===== src/design/lsbc_ram.sv =====
// Generic synchronous RAM: one write port, two read ports, registered read data.
// A read at the address being written returns the old contents.
// No dependencies.
module lsbc_ram #(
   parameter int WIDTH = 3,
   parameter int DEPTH = 1024
) (
   input  logic                     clock,
   input  logic                     wr_en,
   input  logic [$clog2(DEPTH)-1:0] wr_addr,
   input  logic [WIDTH-1:0]         wr_data,
   input  logic                     rd_en,
   input  logic [$clog2(DEPTH)-1:0] rd_addr_a,
   input  logic [$clog2(DEPTH)-1:0] rd_addr_b,
   output logic [WIDTH-1:0]         rd_data_a,
   output logic [WIDTH-1:0]         rd_data_b
);

   logic [WIDTH-1:0] mem_ff [DEPTH];
   logic [WIDTH-1:0] rd_a_ff;
   logic [WIDTH-1:0] rd_b_ff;

   always_ff @(posedge clock) begin
      if (wr_en) begin
         mem_ff[wr_addr] <= wr_data;
      end
      if (rd_en) begin
         rd_a_ff <= mem_ff[rd_addr_a];
         rd_b_ff <= mem_ff[rd_addr_b];
      end
   end

   assign rd_data_a = rd_a_ff;
   assign rd_data_b = rd_b_ff;

endmodule


===== config.mk =====
export PLATFORM = sky130hd
export DESIGN_NAME = lsbc_ram
export DESIGN_NICKNAME = d
export VERILOG_FILES = /design/src/design/lsbc_ram.sv
export SDC_FILE = /design/constraint.sdc
export NUM_CORES = 2
export LEC_CHECK = 0
export BUFFER_PORTS_ARGS = -buffer_cell sky130_fd_sc_hd__buf_4
export CELL_PAD_IN_SITES_DETAIL_PLACEMENT = 1
export CELL_PAD_IN_SITES_GLOBAL_PLACEMENT = 2
export CORE_ASPECT_RATIO = 1.1
export CORE_MARGIN = 8
export CORE_UTILIZATION = 49
export DETAILED_ROUTE_END_ITERATION = 8
export PLACE_DENSITY = 0.76
export SYNTH_ARGS = -nofsm -noshare
export SYNTH_HDL_FRONTEND = slang
export SYNTH_SLANG_ARGS = --single-unit

===== constraint.sdc =====
create_clock -name clock -period 3.89 [get_ports clock]
set_input_delay 0.778 -clock clock [delete_from_list [all_inputs] [get_ports clock]]
set_output_delay 0.778 -clock clock [all_outputs]
set_load 0.02 [all_outputs]

==> results.py <==
metrics = {
    "setup_path": {
        "timing.critical_path.fanout_max": 27,
        "startpoint_class": "input pin",
        "cp.arrival_ps": 4720,
        "cpMostUsedCell": "sky130_fd_sc_hd__buf_4",
        "r2r_slack_ps": 180,
        "worst_path_max_delay_cell": "sky130_fd_sc_hd__o21ai_0",
        "crit_family": "compound AO/OA/AOI/OAI gates",
        "reg2reg_depth": 10,
        "reg2reg_from": "mem_ff[571][2]",
        "crit_buf_inv": 5,
        "timing.rr.end": "rd_data_a[2]",
        "worst-path-stages": 13,
        "critPathCaptureType": "flip-flop",
        "critical_path.cell_chain": "buf_16, buf_4, buf_12, buf_4, mux2i_1, o221ai_1, a21oi_1, o41ai_1, buf_4, nand3_1, o21ai_0, a22oi_1, nand3_1",
        "timing.critical_path.required_ps": 4690,
        "critical_path_type": "input pin to flip-flop",
        "cpPeakStageDelay_ps": 660,
    },
    "routing": {
        "vias_per_cell": 7.22,
        "number_of_nets_with_antenna_violations_after_detailed_routing": 0,
        "postRouteWirelength_mm": 568,
        "violation_count_after_the_first_detailed_route_iteration": 14200,
        "dr.pass1.iters": 5,
        "routed_wire_length_per_instance_um": 42.1,
        "drt_drc_violations_left": 0,
        "num_vias": 97400,
    },
    "place": {
        "dp_hpwl_mm": 380,
        "placement.io_buffers": 41,
        "gp_congestion": 0.927,
        "placedCellCount": 12900,
        "postPlaceCellArea_sq_um": 159000,
    },
    "grt": {
        "grt_pass1_wl_mm": 792,
        "antenna_found_initial": 47,
        "grt_max_degree": 159,
        "all_layer_gr_usage": 0.349,
        "via_count_of_the_first_global_routing_pass": 101000,
        "grt.overflow.total": 0,
    },
    "logic_synthesis": {
        "synth-seq-cells": 3078,
        "synth.avg_cell_area_sq_um": 17.1,
        "synth_ff_type": "sky130_fd_sc_hd__edfxtp_1",
        "cell_area_after_synthesis_sq_um": 148000,
        "ys_seq_area_frac": 0.623,
        "synth_fp_nets": 8701,
        "asyncSetResetFlopFracSynth": 0,
        "synth.distinct_cells": 80,
        "post_synth_inst_count": 8665,
        "synth_enable_flop_cells": 3078,
        "ys_warn_count": 0,
    },
    "final_layout": {
        "syn2layout_area_growth_pct": 14.7,
        "finalNonFillerCells": 13500,
        "design_area_sq_um": 170000,
        "final_layout_size_suffix_gt1_frac": 0.305,
        "design.final.nets": 9277,
        "sequential_cell_area_sq_um": 92400,
        "fillerInstances": 27000,
        "multi_input_gate_area_in_the_final_layout_sq_um": 51800,
    },
    "hold_path": {
        "min-delay-start": "rd_en",
        "hp-class": "input pin to flip-flop",
        "worstHoldEndpoint": "rd_data_a[1]",
        "worst_hold_path.num_cells": 1,
    },
    "die": {
        "die_area_sq_um": 321000,
        "floorplan.initialDensity": 0.491,
        "placementRows": 212,
        "fp.coreArea_sq_um": 302000,
        "die_height_um": 593,
        "die_w_um": 541,
        "num_io_pins": 42,
    },
    "clock_network": {
        "clock_tree.root_cell": "sky130_fd_sc_hd__clkbuf_16",
        "path_clk_slew_ps": 70,
        "htree_num_levels": 5,
        "number_of_buffers_added_to_fix_hold_violations_after_cts": 0,
        "tritoncts.num_buffers": 327,
        "clk-insertion-delay-late_ps": 960,
        "clock_sink_count": 3078,
        "cts_max_path_buffers": 4,
        "tritoncts": "done",
    },
    "sta": {
        "worst_slew_margin_rel": 0.128,
        "worst_slew_pin_slew_ps": 1300,
        "timing.fmax_ghz": 0.255,
        "finalMaxSlewViolations": 0,
        "finClkSkew_ps": 36.5,
        "fin_ws_ps": -27.6,
        "grt_setup_unrepaired": "no",
        "finalWorstPathRequiredPeriod_ps": 3920,
        "final.hold.worst_slack_ps": 145,
        "finalHoldViolations": 0,
        "setup-violations-final": 2,
        "fin_crit_sh": 1.01,
        "summed_negative_setup_slack_over_all_endpoints_ps": -42.0,
    },
    "pwr": {
        "power.density_cell_area_nw_per_um2": 445,
        "vdd.ir_drop.worst_uv": 363,
        "p_leak_nw": 54.5,
    },
    "run": {
        "cap_violations": 0,
    },
    "run_status": {
        "failing_checks": "setup timing",
        "run_status": "finished with violations",
    },
}
-- cells in the final DEF (no fill, tap or decap), types with 15 or more instances in the layout --
master / count
sky130_fd_sc_hd__a211oi_1: 28
sky130_fd_sc_hd__nand4_1: 17
sky130_fd_sc_hd__nor2_1: 1126
sky130_fd_sc_hd__nor4_1: 22
sky130_fd_sc_hd__nor3_1: 93
sky130_fd_sc_hd__a22o_1: 33
sky130_fd_sc_hd__o31ai_1: 16
sky130_fd_sc_hd__o221ai_1: 245
sky130_fd_sc_hd__a21oi_1: 209
sky130_fd_sc_hd__mux2i_1: 634
sky130_fd_sc_hd__diode_2: 32
sky130_fd_sc_hd__nor2b_1: 18
sky130_fd_sc_hd__nand2b_1: 15
sky130_fd_sc_hd__o21ai_0: 106
sky130_fd_sc_hd__buf_12: 191
sky130_fd_sc_hd__clkinv_1: 63
sky130_fd_sc_hd__buf_4: 832
sky130_fd_sc_hd__nand3_1: 65
sky130_fd_sc_hd__mux4_2: 1300
sky130_fd_sc_hd__o22ai_1: 183
sky130_fd_sc_hd__nand2_1: 194
sky130_fd_sc_hd__bufinv_16: 39
sky130_fd_sc_hd__a31oi_1: 18
sky130_fd_sc_hd__a22oi_1: 153
sky130_fd_sc_hd__edfxtp_1: 3078
sky130_fd_sc_hd__clkinv_2: 62
sky130_fd_sc_hd__clkbuf_16: 338
sky130_fd_sc_hd__nand3_4: 24
sky130_fd_sc_hd__clkbuf_1: 57
sky130_fd_sc_hd__a221oi_1: 53
-- Yosys cell counts, types with 29 or more instances --
master | instances | share of area
sky130_fd_sc_hd__mux4_2 | 1300 | 0.20
sky130_fd_sc_hd__clkbuf_1 | 357 | 0.0090
sky130_fd_sc_hd__nand3_1 | 89 | 0.0030
sky130_fd_sc_hd__a21oi_1 | 209 | 0.0070
sky130_fd_sc_hd__o221ai_1 | 245 | 0.014
sky130_fd_sc_hd__nor2_1 | 1130 | 0.029
sky130_fd_sc_hd__o22ai_1 | 183 | 0.0077
sky130_fd_sc_hd__nor3_1 | 97 | 0.0033
sky130_fd_sc_hd__buf_4 | 93 | 0.0047
sky130_fd_sc_hd__a221oi_1 | 53 | 0.0031
sky130_fd_sc_hd__buf_6 | 91 | 0.0069
sky130_fd_sc_hd__nand2_1 | 201 | 0.0051
sky130_fd_sc_hd__o21ai_0 | 106 | 0.0036
sky130_fd_sc_hd__mux2i_1 | 634 | 0.043
sky130_fd_sc_hd__a22oi_1 | 153 | 0.0077
sky130_fd_sc_hd__edfxtp_1 | 3078 | 0.62
sky130_fd_sc_hd__a22o_1 | 33 | 0.0019
sky130_fd_sc_hd__buf_1 | 91 | 0.0023
sky130_fd_sc_hd__nor4_1 | 29 | 0.0012
sky130_fd_sc_hd__buf_2 | 119 | 0.0040
-- logic make-up after synthesis --
kind of cell,Yosys count,synth area share
DFF,3078,0.623
AOI/OAI and AO/OA,1128,0.0535
muxes,1961,0.244
and+or+nand+nor,1698,0.0484
buffers and inverters,800,0.0317
-- per-stage QoR --
stage                     worst slack (ps)  utilization  total power [W]
after floorplan                        556            -           0.0408
after global placement               -1100        0.527           0.0442
after detailed placement             -1140        0.527           0.0443
after CTS                             3.18        0.563           0.0759
after global routing                  17.8        0.563           0.0771
final                                -27.6        0.563           0.0758
-- cell type report --
type,count,share of cell area
repair buffers,1035,0.0602
clock buffers,395,0.0509
diodes,32,0.000470
flip-flops and latches,3078,0.543
multi-input cells,4787,0.304
well taps,3959,0.0291
inverters,12,0.000397
clock inverters,192,0.0119
-- registers in the layout (all words and copies together) (netlist names) --
signal and count:
mem_ff 3072, rd_data_a 3, rd_data_b 3
-- power breakdown --
part           leakage (nW)  internal (W)  switching (W)  total (W)
clock                  5.23        0.0185         0.0136     0.0321
combinational          21.6       0.00277        0.00445    0.00722
sequential             27.7        0.0365      0.0000359     0.0365
-- worst max-delay path by stage --
| stage | startpoint | endpoint | slack (ps) |
|---|---|---|---|
| 3_5_place_dp | rd_addr_a[1] | rd_data_a[2] | -1140 |
| 5_1_grt | rd_addr_b[0] | rd_data_b[1] | 20 |
| 4_1_cts | rd_addr_a[1] | rd_data_a[2] | 3 |
| 3_3_place_gp | rd_addr_a[0] | rd_data_a[2] | -1100 |
| 2_1_floorplan | rd_addr_a[1] | rd_data_a[0] | 560 |
| 6_report | rd_addr_b[0] | rd_data_b[1] | -30 |
-- worst register-to-register path: cells and delay by family, from the launching register on --
family	cells	cell delay, ps
DFF	1	390
muxes	1	490
buffers and inverters	3	700
AOI/OAI and AO/OA	4	970
and+or+nand+nor	2	890
-- layer usage --
metal	GRT usage	vias to the layer above	share of wire	wire length [um]
met5	0	-	0.00017	99
met4	0.202	14	0.069	39000
met3	0.0765	1542	0.11	61600
met2	0.553	6663	0.47	266000
met1	0.447	51800	0.35	201000
li1	-	37400	-	-
-- repair_timing --
action,in CTS,in global routing
setup buffers,0,0
endpoints found under the setup margin,1,3
gates cloned,0,0
resized for setup,1,3
Power figures use the tool's default switching activity.
